## src/hw/rtl/rqer_pkg.sv

```systemverilog
`timescale 1ns / 1ps

package rqer_pkg;

   localparam int MAX_DIM = 4096;
   localparam int COORD_W = $clog2(MAX_DIM);
   localparam int DIM_W   = $clog2(MAX_DIM) + 1;
   localparam int CORNER_W = 16;
   localparam int CSR_IDX_W = 3;
   localparam int CSR_DATA_W = CORNER_W;

   // Register indexes of the configuration port
   localparam logic [CSR_IDX_W-1:0] CSR_CORNER_A_X    = 3'd0;
   localparam logic [CSR_IDX_W-1:0] CSR_CORNER_A_Y    = 3'd1;
   localparam logic [CSR_IDX_W-1:0] CSR_CORNER_B_X    = 3'd2;
   localparam logic [CSR_IDX_W-1:0] CSR_CORNER_B_Y    = 3'd3;
   localparam logic [CSR_IDX_W-1:0] CSR_IMAGE_WIDTH   = 3'd4;
   localparam logic [CSR_IDX_W-1:0] CSR_IMAGE_HEIGHT  = 3'd5;
   localparam logic [CSR_IDX_W-1:0] CSR_EXCHANGE_MODE = 3'd6;

   // Exchange modes
   localparam logic [1:0] MODE_CW   = 2'd0;
   localparam logic [1:0] MODE_CCW  = 2'd1;
   localparam logic [1:0] MODE_DIAG = 2'd2;

   // Quadrant codes: bit 0 is the right half, bit 1 the lower half
   localparam logic [1:0] QUAD_UL = 2'd0;
   localparam logic [1:0] QUAD_UR = 2'd1;
   localparam logic [1:0] QUAD_LL = 2'd2;
   localparam logic [1:0] QUAD_LR = 2'd3;

   // Rectangle geometry in stored coordinates, derived from the registers
   typedef struct packed {
      logic [1:0]         mode;
      logic [COORD_W-1:0] x0;      // left edge
      logic [COORD_W-1:0] mx;      // first column of the right half
      logic [COORD_W-1:0] mx_end;  // one past the right half
      logic [COORD_W-1:0] y0;      // top stored row
      logic [COORD_W-1:0] my;      // first row of the lower half
      logic [COORD_W-1:0] my_end;  // one below the lower half
   } geom_type;

   // Last valid index of a dimension, dimension taken within 1..MAX_DIM
   function automatic logic [COORD_W-1:0] dim_last(input logic [DIM_W-1:0] d);
      logic [DIM_W-1:0] t;
      t = d - DIM_W'(1);
      if (d == '0) begin
         return '0;
      end else if (d > DIM_W'(MAX_DIM)) begin
         return COORD_W'(MAX_DIM - 1);
      end
      return t[COORD_W-1:0];
   endfunction

   function automatic logic [COORD_W-1:0] clamp_col(input logic signed [CORNER_W-1:0] v,
                                                    input logic [COORD_W-1:0] last);
      if (v[CORNER_W-1]) begin
         return '0;
      end else if ({1'b0, v[CORNER_W-2:0]} > CORNER_W'(last)) begin
         return last;
      end
      return v[COORD_W-1:0];
   endfunction

   // Flip a user row to a stored row (last - v) and clamp to the image
   function automatic logic [COORD_W-1:0] flip_row(input logic signed [CORNER_W-1:0] v,
                                                   input logic [COORD_W-1:0] last);
      logic signed [CORNER_W+1:0] t;
      t = $signed({{(CORNER_W+2-COORD_W){1'b0}}, last})
          - $signed({{2{v[CORNER_W-1]}}, v});
      if (t[CORNER_W+1]) begin
         return '0;
      end else if (t > $signed({{(CORNER_W+2-COORD_W){1'b0}}, last})) begin
         return last;
      end
      return t[COORD_W-1:0];
   endfunction

   // Quadrant that a destination quadrant takes its pixels from
   function automatic logic [1:0] src_quad(input logic [1:0] mode, input logic [1:0] q);
      logic [1:0] s;
      s = q;
      case (mode)
         MODE_CW: begin
            case (q)
               QUAD_UL: s = QUAD_LL;
               QUAD_UR: s = QUAD_UL;
               QUAD_LL: s = QUAD_LR;
               default: s = QUAD_UR;
            endcase
         end
         MODE_CCW: begin
            case (q)
               QUAD_UL: s = QUAD_UR;
               QUAD_UR: s = QUAD_LR;
               QUAD_LL: s = QUAD_UL;
               default: s = QUAD_LL;
            endcase
         end
         MODE_DIAG: begin
            case (q)
               QUAD_UL: s = QUAD_LR;
               QUAD_UR: s = QUAD_LL;
               QUAD_LL: s = QUAD_UR;
               default: s = QUAD_UL;
            endcase
         end
         default: s = q;  // unused mode: no exchange
      endcase
      return s;
   endfunction

endpackage

```

## src/hw/rtl/rqer_geom.sv

```systemverilog
`timescale 1ns / 1ps

module rqer_geom (
   input  logic                                clock,
   input  logic                                reset,
   input  logic                                csr_write_en,
   input  logic [rqer_pkg::CSR_IDX_W-1:0]      csr_index,
   input  logic [rqer_pkg::CSR_DATA_W-1:0]     csr_wdata,
   output rqer_pkg::geom_type                  geom
);

   logic signed [rqer_pkg::CORNER_W-1:0] corner_a_x_ff;
   logic signed [rqer_pkg::CORNER_W-1:0] corner_a_y_ff;
   logic signed [rqer_pkg::CORNER_W-1:0] corner_b_x_ff;
   logic signed [rqer_pkg::CORNER_W-1:0] corner_b_y_ff;
   logic [rqer_pkg::DIM_W-1:0]           image_width_ff;
   logic [rqer_pkg::DIM_W-1:0]           image_height_ff;
   logic [1:0]                           exchange_mode_ff;

   rqer_pkg::geom_type geom_ff;
   rqer_pkg::geom_type geom_in;

   logic [rqer_pkg::COORD_W-1:0] w_last;
   logic [rqer_pkg::COORD_W-1:0] h_last;
   logic [rqer_pkg::COORD_W-1:0] xa, xb, ya, yb;
   logic [rqer_pkg::COORD_W-1:0] x_lo, x_hi, y_top, y_bot;
   logic [rqer_pkg::COORD_W-1:0] hx, hy;

   always_ff @(posedge clock) begin
      if (reset) begin
         corner_a_x_ff    <= '0;
         corner_a_y_ff    <= '0;
         corner_b_x_ff    <= '0;
         corner_b_y_ff    <= '0;
         image_width_ff   <= rqer_pkg::DIM_W'(1);
         image_height_ff  <= rqer_pkg::DIM_W'(1);
         exchange_mode_ff <= rqer_pkg::MODE_CW;
      end else if (csr_write_en) begin
         unique case (csr_index)
            rqer_pkg::CSR_CORNER_A_X:    corner_a_x_ff <= csr_wdata;
            rqer_pkg::CSR_CORNER_A_Y:    corner_a_y_ff <= csr_wdata;
            rqer_pkg::CSR_CORNER_B_X:    corner_b_x_ff <= csr_wdata;
            rqer_pkg::CSR_CORNER_B_Y:    corner_b_y_ff <= csr_wdata;
            rqer_pkg::CSR_IMAGE_WIDTH:   image_width_ff <= csr_wdata[rqer_pkg::DIM_W-1:0];
            rqer_pkg::CSR_IMAGE_HEIGHT:  image_height_ff <= csr_wdata[rqer_pkg::DIM_W-1:0];
            rqer_pkg::CSR_EXCHANGE_MODE: exchange_mode_ff <= csr_wdata[1:0];
            default: ;
         endcase
      end
   end

   always_comb begin
      w_last = rqer_pkg::dim_last(image_width_ff);
      h_last = rqer_pkg::dim_last(image_height_ff);
      xa = rqer_pkg::clamp_col(corner_a_x_ff, w_last);
      xb = rqer_pkg::clamp_col(corner_b_x_ff, w_last);
      ya = rqer_pkg::flip_row(corner_a_y_ff, h_last);
      yb = rqer_pkg::flip_row(corner_b_y_ff, h_last);
      x_lo  = (xa > xb) ? xb : xa;
      x_hi  = (xa > xb) ? xa : xb;
      y_top = (ya < yb) ? yb : ya;
      y_bot = (ya < yb) ? ya : yb;
      hx = (x_hi - x_lo) >> 1;
      hy = (y_top - y_bot) >> 1;
      geom_in.mode   = exchange_mode_ff;
      geom_in.x0     = x_lo;
      geom_in.mx     = x_lo + hx;
      geom_in.mx_end = x_lo + hx + hx;
      geom_in.y0     = y_top;
      geom_in.my     = y_top - hy;
      geom_in.my_end = y_top - hy - hy;
   end

   // Reset value matches the geometry of the reset register values
   always_ff @(posedge clock) begin
      if (reset) begin
         geom_ff <= '0;
      end else begin
         geom_ff <= geom_in;
      end
   end

   assign geom = geom_ff;

endmodule

```

## src/hw/rtl/rqer_map.sv

```systemverilog
`timescale 1ns / 1ps

module rqer_map (
   input  logic                               clock,
   input  logic                               reset,
   input  rqer_pkg::geom_type                 geom,
   input  logic                               req_valid,
   output logic                               req_stall,
   input  logic [rqer_pkg::COORD_W-1:0]       req_pixel_col,
   input  logic [rqer_pkg::COORD_W-1:0]       req_pixel_row,
   output logic                               rsp_valid,
   input  logic                               rsp_stall,
   output logic [rqer_pkg::COORD_W-1:0]       rsp_source_col,
   output logic [rqer_pkg::COORD_W-1:0]       rsp_source_row,
   output logic                               rsp_in_quadrant,
   output logic [1:0]                         rsp_quadrant_id,
   output logic                               hold_valid
);

   logic                         s1_valid_ff;
   logic [rqer_pkg::COORD_W-1:0] s1_col_ff;
   logic [rqer_pkg::COORD_W-1:0] s1_row_ff;

   logic                         rsp_valid_ff;
   logic [rqer_pkg::COORD_W-1:0] rsp_col_ff, rsp_col_in;
   logic [rqer_pkg::COORD_W-1:0] rsp_row_ff, rsp_row_in;
   logic                         rsp_inq_ff, rsp_inq_in;
   logic [1:0]                   rsp_qid_ff, rsp_qid_in;

   logic out_free;
   logic s1_move;
   logic s1_ready;
   logic req_take;

   logic col_lo, col_hi, row_lo, row_hi, in_quad;
   logic [1:0] q, s;
   logic [rqer_pkg::COORD_W-1:0] col_cur, col_src, row_cur, row_src;

   assign out_free = !rsp_valid_ff || !rsp_stall;
   assign s1_move  = s1_valid_ff && out_free;
   assign s1_ready = !s1_valid_ff || out_free;
   assign req_take = req_valid && s1_ready;

   always_ff @(posedge clock) begin
      if (reset) begin
         s1_valid_ff <= 1'b0;
      end else if (s1_ready) begin
         s1_valid_ff <= req_valid;
      end
   end

   always_ff @(posedge clock) begin
      if (req_take) begin
         s1_col_ff <= req_pixel_col;
         s1_row_ff <= req_pixel_row;
      end
   end

   always_comb begin
      col_lo = (s1_col_ff >= geom.x0) && (s1_col_ff < geom.mx);
      col_hi = !col_lo && (s1_col_ff >= geom.mx) && (s1_col_ff < geom.mx_end);
      row_lo = (s1_row_ff <= geom.y0) && (s1_row_ff > geom.my);
      row_hi = !row_lo && (s1_row_ff <= geom.my) && (s1_row_ff > geom.my_end);
      in_quad = (col_lo || col_hi) && (row_lo || row_hi);
      q = {row_hi, col_hi};
      s = rqer_pkg::src_quad(geom.mode, q);
      // keep the offset inside the quadrant: src = pixel - own base + source base
      col_cur = col_hi ? geom.mx : geom.x0;
      col_src = s[0] ? geom.mx : geom.x0;
      row_cur = row_hi ? geom.my : geom.y0;
      row_src = s[1] ? geom.my : geom.y0;
      if (in_quad) begin
         rsp_col_in = s1_col_ff - col_cur + col_src;
         rsp_row_in = s1_row_ff - row_cur + row_src;
         rsp_qid_in = q;
      end else begin
         rsp_col_in = s1_col_ff;
         rsp_row_in = s1_row_ff;
         rsp_qid_in = rqer_pkg::QUAD_UL;
      end
      rsp_inq_in = in_quad;
   end

   always_ff @(posedge clock) begin
      if (reset) begin
         rsp_valid_ff <= 1'b0;
      end else if (out_free) begin
         rsp_valid_ff <= s1_valid_ff;
      end
   end

   always_ff @(posedge clock) begin
      if (s1_move) begin
         rsp_col_ff <= rsp_col_in;
         rsp_row_ff <= rsp_row_in;
         rsp_inq_ff <= rsp_inq_in;
         rsp_qid_ff <= rsp_qid_in;
      end
   end

   assign req_stall       = !s1_ready;
   assign rsp_valid       = rsp_valid_ff;
   assign rsp_source_col  = rsp_col_ff;
   assign rsp_source_row  = rsp_row_ff;
   assign rsp_in_quadrant = rsp_inq_ff;
   assign rsp_quadrant_id = rsp_qid_ff;
   assign hold_valid      = s1_valid_ff;

endmodule

```

## src/hw/rtl/region_quadrant_exchange_remap.sv

```systemverilog
`timescale 1ns / 1ps
// A request passes the input register, then the output register, to its response.
// Throughput: one transaction per cycle while rsp_stall is low; the response register
// frees the request side. Geometry derived from a register write is itself registered.
// Reset (synchronous, active high) empties the pipeline and loads the register defaults:
// corners 0, width 1, height 1, clockwise mode.

module region_quadrant_exchange_remap (
   input  logic                               clock,
   input  logic                               reset,
   input  logic                               csr_write_en,
   input  logic [rqer_pkg::CSR_IDX_W-1:0]     csr_index,
   input  logic [rqer_pkg::CSR_DATA_W-1:0]    csr_wdata,
   input  logic                               req_valid,
   output logic                               req_stall,
   input  logic [rqer_pkg::COORD_W-1:0]       req_pixel_col,
   input  logic [rqer_pkg::COORD_W-1:0]       req_pixel_row,
   output logic                               rsp_valid,
   input  logic                               rsp_stall,
   output logic [rqer_pkg::COORD_W-1:0]       rsp_source_col,
   output logic [rqer_pkg::COORD_W-1:0]       rsp_source_row,
   output logic                               rsp_in_quadrant,
   output logic [1:0]                         rsp_quadrant_id
);

   rqer_pkg::geom_type geom;
   logic               hold_valid;

   rqer_geom u_geom (
      .clock        (clock),
      .reset        (reset),
      .csr_write_en (csr_write_en),
      .csr_index    (csr_index),
      .csr_wdata    (csr_wdata),
      .geom         (geom)
   );

   rqer_map u_map (
      .clock           (clock),
      .reset           (reset),
      .geom            (geom),
      .req_valid       (req_valid),
      .req_stall       (req_stall),
      .req_pixel_col   (req_pixel_col),
      .req_pixel_row   (req_pixel_row),
      .rsp_valid       (rsp_valid),
      .rsp_stall       (rsp_stall),
      .rsp_source_col  (rsp_source_col),
      .rsp_source_row  (rsp_source_row),
      .rsp_in_quadrant (rsp_in_quadrant),
      .rsp_quadrant_id (rsp_quadrant_id),
      .hold_valid      (hold_valid)
   );

`ifndef ASSERT_OFF
   // a full input register behind a blocked response must hold off new requests
   a_no_overrun: assert property (@(posedge clock) disable iff (reset)
      (hold_valid && rsp_valid && rsp_stall) |-> req_stall)
      else $error("request accepted while pipeline is full");

   a_accept_lands: assert property (@(posedge clock) disable iff (reset)
      (req_valid && !req_stall) |=> hold_valid)
      else $error("accepted transaction lost from the input register");

   a_outside_id: assert property (@(posedge clock) disable iff (reset)
      (rsp_valid && !rsp_in_quadrant) |-> (rsp_quadrant_id == rqer_pkg::QUAD_UL))
      else $error("quadrant id set for a pixel outside the quadrants");
`endif

endmodule

```

## config.mk

```make
export PLATFORM = sky130hd
export DESIGN_NAME = region_quadrant_exchange_remap
export DESIGN_NICKNAME = d
export VERILOG_FILES = /design/src/hw/rtl/rqer_pkg.sv /design/src/hw/rtl/rqer_geom.sv /design/src/hw/rtl/rqer_map.sv /design/src/hw/rtl/region_quadrant_exchange_remap.sv
export SDC_FILE = /design/constraint.sdc
export NUM_CORES = 1
export LEC_CHECK = 0
export BUFFER_PORTS_ARGS = -buffer_cell sky130_fd_sc_hd__buf_2
export CAP_MARGIN = 20
export CORE_UTILIZATION = 35
export CTS_BUF_LIST = sky130_fd_sc_hd__clkbuf_2 sky130_fd_sc_hd__clkbuf_4 sky130_fd_sc_hd__clkbuf_8
export CTS_CLUSTER_DIAMETER = 80
export DETAILED_ROUTE_END_ITERATION = 7
export HOLD_SLACK_MARGIN = 0.05
export SLEW_MARGIN = 20
export SYNTH_ARGS = -nofsm -noshare
export SYNTH_HDL_FRONTEND = slang
export SYNTH_HIERARCHICAL = 1
export SYNTH_SLANG_ARGS = --single-unit
```

## constraint.sdc

```tcl
create_clock -name clock -period 26.8 [get_ports clock]
set_clock_uncertainty 0.15 [all_clocks]
set_input_delay 1.34 -clock clock [delete_from_list [all_inputs] [get_ports clock]]
set_output_delay 1.34 -clock clock [all_outputs]
set_load 0.02 [all_outputs]
```

* After elaboration in Yosys (flattened, before gate mapping)
Index checks and enable logic that the tools add are counted.
Cells by class: reduce and logical (&&, ||, !) cells 31, multiplexer cells 44, eq/ne operators 10, $add $sub $neg 14, magnitude comparators 16
Operators by type and width (number):
- $mux W12 | 28
- $sub A12 B12 Y12 | 4
- $gt A12 B12 Y1 | 3
- $gt A18 B13 Y1 | 2
- $lt A12 B12 Y1 | 3
- $sub A13 B16 Y17 | 2
- $gt A15 B12 Y1 | 2
- $gt A13 B13 Y1 const B | 2
- $logic_not A13 Y1 | 2
- $add A12 B11 Y12 | 2
- $add A12 B12 Y12 | 2
- $ge A12 B12 Y1 | 2
- $le A12 B12 Y1 | 2
- $pmux W2 S3 | 4
- $sub A12 B1 Y12 const B | 2
- $sub A12 B11 Y12 | 2
- $reduce_and A2 Y1 | 7
- $mux W1 | 12
- $eq A3 B3 Y1 const B | 3
- $logic_and A1 B1 Y1 | 9
- $eq A3 B2 Y1 const B | 2
- $logic_not A1 Y1 | 6
- $eq A2 B1 Y1 const B | 2
- $eq A2 B2 Y1 const B | 2
- 4 further kinds | 8
Word-level totals: input bits 48, logic and storage cells 137, output and inout port bits 29, flip-flop bits (word level) 219

* Depth between registers and ports, before layout
depth after elaboration 14, mapped depth 63, mapped depth without buffers 57

* Cells and area by module
The synthesis kept the hierarchy.
By module, submodules not included:
- rqer_geom | area each 13352.8 um^2, sequential area each 3303.2 um^2, cells each 1762, instances 1
- rqer_map | area each 5644.2 um^2, sequential area each 1571.5 um^2, cells each 638, instances 1

* Worst setup path before layout
No wires, ideal clock.
path kind flip-flop to flip-flop, start point register u_geom/image_height_ff[2] (netlist name), end point register u_geom.geom_ff (netlist bit u_geom/geom[11]), stages on the path, launching flop included 56, required time 26578 ps, clock period less this slack 11310 ps, setup time 72 ps, slack 15490 ps, data arrival time 11088 ps, path buffers 3, path through dfxtp_1 or3_1 nor4_1 o21ai_1 o21ai_0 ha_1 o211ai_1 a21oi_1 o21a_1 o21ai_0 nand2b_1 a21o_1 a21oi_1 xor2_1 inv_1 ha_1 a2111oi_0 o21ai_0 [... 20 more ...] a21o_1 a221oi_1 xor2_1 ha_1 a21oi_1 o21ai_0 a31oi_1 o2bb2ai_1 a31oi_1 a211o_1 a21oi_1 nor2_1 xor2_1 ha_1 a21o_1 a41o_1 a41oi_1 mux2i_1
RTL lines:
- start: declaration | RTL line rqer_geom.sv:17 | logic [rqer_pkg::DIM_W-1:0] image_height_ff;
- start signal: assignment | RTL line rqer_geom.sv:36 | image_height_ff <= rqer_pkg::DIM_W'(1);
- start signal: assignment | RTL line rqer_geom.sv:45 | rqer_pkg::CSR_IMAGE_HEIGHT: image_height_ff <= csr_wdata[rqer_pkg::DIM_W-1:0];
- end signal: assignment | RTL line rqer_geom.sv:79 | geom_ff <= geom_in;
- end: declaration | RTL line rqer_geom.sv:20 | rqer_pkg::geom_type geom_ff;

==> results.cfg <==
[timing]
worst_slack_ns = 13.64
grt_setup_unrepaired = false
post-route-min-period_ns = 13.16
fin_setup_tns_ns = 0
finalSetupViolations = 0
maxSlewViolCount = 0
worstMarginPinSlew_ns = 1.01
finalHoldViolCount = 0
timing.fmax_mhz = 76.0
slew_headroom_pct = 32.3
period_share_pct = 49.1

[global_routing]
grt_max_degree = 110
grt_usage_pct = 18.2
grt_overflow_total = 0
antenna_found_initial = 0
grt_pass1_vias = 16000
grt_pass1_wl_mm = 82.2

[route]
wl_per_cell_um = 16.1
drt_iter0_drc = 1120
firstDrtPassIters = 6
vias = 16900
via_per_inst = 5.32
ant_nets = 0
wl_mm = 51.2
drc_errors = 0

[placement]
dp_slack_ns = 13.80
dp_hpwl_mm = 40.8
portBuffers = 76
routabilityCongestion = 0.900

[critical_path]
critical_path_buf_inv_count = 5
cp_slowest_cell = o211ai_1
worstRegToRegCells = 53
crit_family = compound AO/OA/AOI/OAI gates
r2r_slack_ns = 13.64
crit_top_cell = a21oi_1
path_class = reg -> reg
critical_path_arrival_ns = 13.51
reg2reg_to = u_geom/geom[11]$_SDFF_PP0_
r2r-start = u_geom/image_height_ff[2]$_SDFFE_PP0P_
endpoint_kind = flip-flop
slowest_delay_ns = 0.76
critPathMaxFanout = 26
start_kind = flip-flop
cp.required_ns = 27.15

[clock_network]
cts_hold_buf = 0
clockBufferDepth = 3
cts_resized = 0
cts_tree = done
clockRootBuffer = clkbuf_8
clk_latency_ns = 0.59
cts-buffers-inserted = 39
clk_pin_slew_worst_paths_ns = 0.06
clock_sinks = 218
htreeDepth = 2
post-cts-setup-buffer-count = 0

[die]
core_region_area_um2 = 53700
rows = 85
dieArea_um2 = 55200
start_util_pct = 35.4
ios = 77
die_x_um = 235
die_h_um = 235

[synthesis]
yosys.area.top_type = dfxtp_1
ys_async_sr_fraction_pct = 0
synth_nets = 2704
synth_cells = 2400
yosys.cell_count.top_type = nand2_1
synth.avg_cell_area_um2 = 7.92
ys_seq_elements = 218
synth_ff_type = dfxtp_1
synth-seq-area-share_pct = 25.7
synth_top_area_share_pct = 17.6
synth.distinct_cells = 115
synth-edff-count = 51
yosys_warnings = 6
synthTopCellsByArea = dfxtp_1 18%, ha_1 15%, edfxtp_1 8.1%, nand2_1 6.3%, a21oi_1 5.9%
synth_commonest_cells = 318 x nand2_1, 253 x inv_1, 228 x ha_1
syn-cell-area_um2 = 19000

[layout]
area_delta_synth_final_pct = 10.3
nNetsFinal = 2761
n_fill_cell = 5458
antenna_cells = 0
drive_gt1_share_pct = 9.65

[status]
status = finished clean

[worst_hold_path]
min_path_cells = 2
hp-class = reg -> reg
hp-start = u_geom/corner_b_y_ff[5]$_SDFFE_PP0P_
hold_end = u_geom/corner_b_y_ff[5]$_SDFFE_PP0P_

[job]
drv_cap = 0
[tightest hold or removal path, cell delays in order, from the launching register on]
cell and delay (ns):
dfxtp_1 0.31, nand2_1 0.05, a21oi_1 0.05
[logic make-up after synthesis]
logic type               after synthesis  share of synthesized area [%]
AND/OR/NAND/NOR                      802                           20.0
AO/OA/AOI/OAI                        648                           22.4
buffers and inverters                328                           6.61
adder cells (fa/ha/maj)              257                           18.0
flip-flops                           218                           25.7
XOR/XNOR                              97                           4.55
multiplexers                          50                           2.79
[final cells by class]
cell class	count	area, um2	area share, %
Multi-Input combinational cell	1854	12900	61.5
Sequential cell	218	4870	23.3
Inverter	254	953	4.55
Tap cell	696	871	4.16
Clock buffer	60	769	3.67
Timing Repair Buffer	90	492	2.35
Clock inverter	10	106	0.508
[placed cells by master, fill, tap and decap left out, drive strengths merged, types with 34 or more instances in the layout]
cell type,instances
a21o,44
clkbuf,60
buf,90
o21ai,138
edfxtp,51
nand2,320
and2,45
inv,255
nor3,47
xor2,39
a21oi,224
ha,228
dfxtp,167
nor2,177
nor2b,35
xnor2,58
o21a,34
[worst max-delay path by stage]
stage,cells past startpoint,startpoint,endpoint,slack [ns]
after CTS,53,u_geom/image_height_ff[2]$_SDFFE_PP0P_,u_geom/geom[11]$_SDFF_PP0_,13.74
after global routing,53,u_geom/image_height_ff[2]$_SDFFE_PP0P_,u_geom/geom[11]$_SDFF_PP0_,12.71
after detailed placement,53,u_geom/image_height_ff[2]$_SDFFE_PP0P_,u_geom/geom[11]$_SDFF_PP0_,13.80
final,53,u_geom/image_height_ff[2]$_SDFFE_PP0P_,u_geom/geom[11]$_SDFF_PP0_,13.64
after global placement,53,u_geom/image_height_ff[2]$_SDFFE_PP0P_,u_geom/geom[11]$_SDFF_PP0_,14.39
after floorplan,55,u_geom/image_height_ff[2]$_SDFFE_PP0P_,u_geom/geom[11]$_SDFF_PP0_,15.49
[registers in the layout (all words and copies together) (netlist names), 12 cells and up]
signal	count
u_map/s1_col_ff	12
u_map/rsp_source_col	12
u_map/s1_row_ff	12
u_geom/image_height_ff	13
u_geom/image_width_ff	13
u_geom/geom	73
u_geom/corner_b_x_ff	16
u_map/rsp_source_row	12
u_geom/corner_a_x_ff	16
u_geom/corner_a_y_ff	16
u_geom/corner_b_y_ff	16
[through the flow]
step,area [um2],std cells,hold WS (ns),util [%]
after floorplan,19000,2400,0.286,-
after global placement,20100,3112,0.293,37.4
after detailed placement,20100,3112,0.299,37.4
after CTS,20900,3182,0.306,39.0
after global routing,21000,3182,0.329,39.0
final,21000,3182,0.305,39.0
[metal layers]
layer  share of wire [%]  track usage [%]
met1                  48             24.9
met2                  44             29.3
met4                 2.3             5.30
met3                 5.5             3.02
met5                   0                0
Power is left out: the tool's default activity adds up to more than one toggle a clock period on the data nets, which glitch-free logic cannot reach.
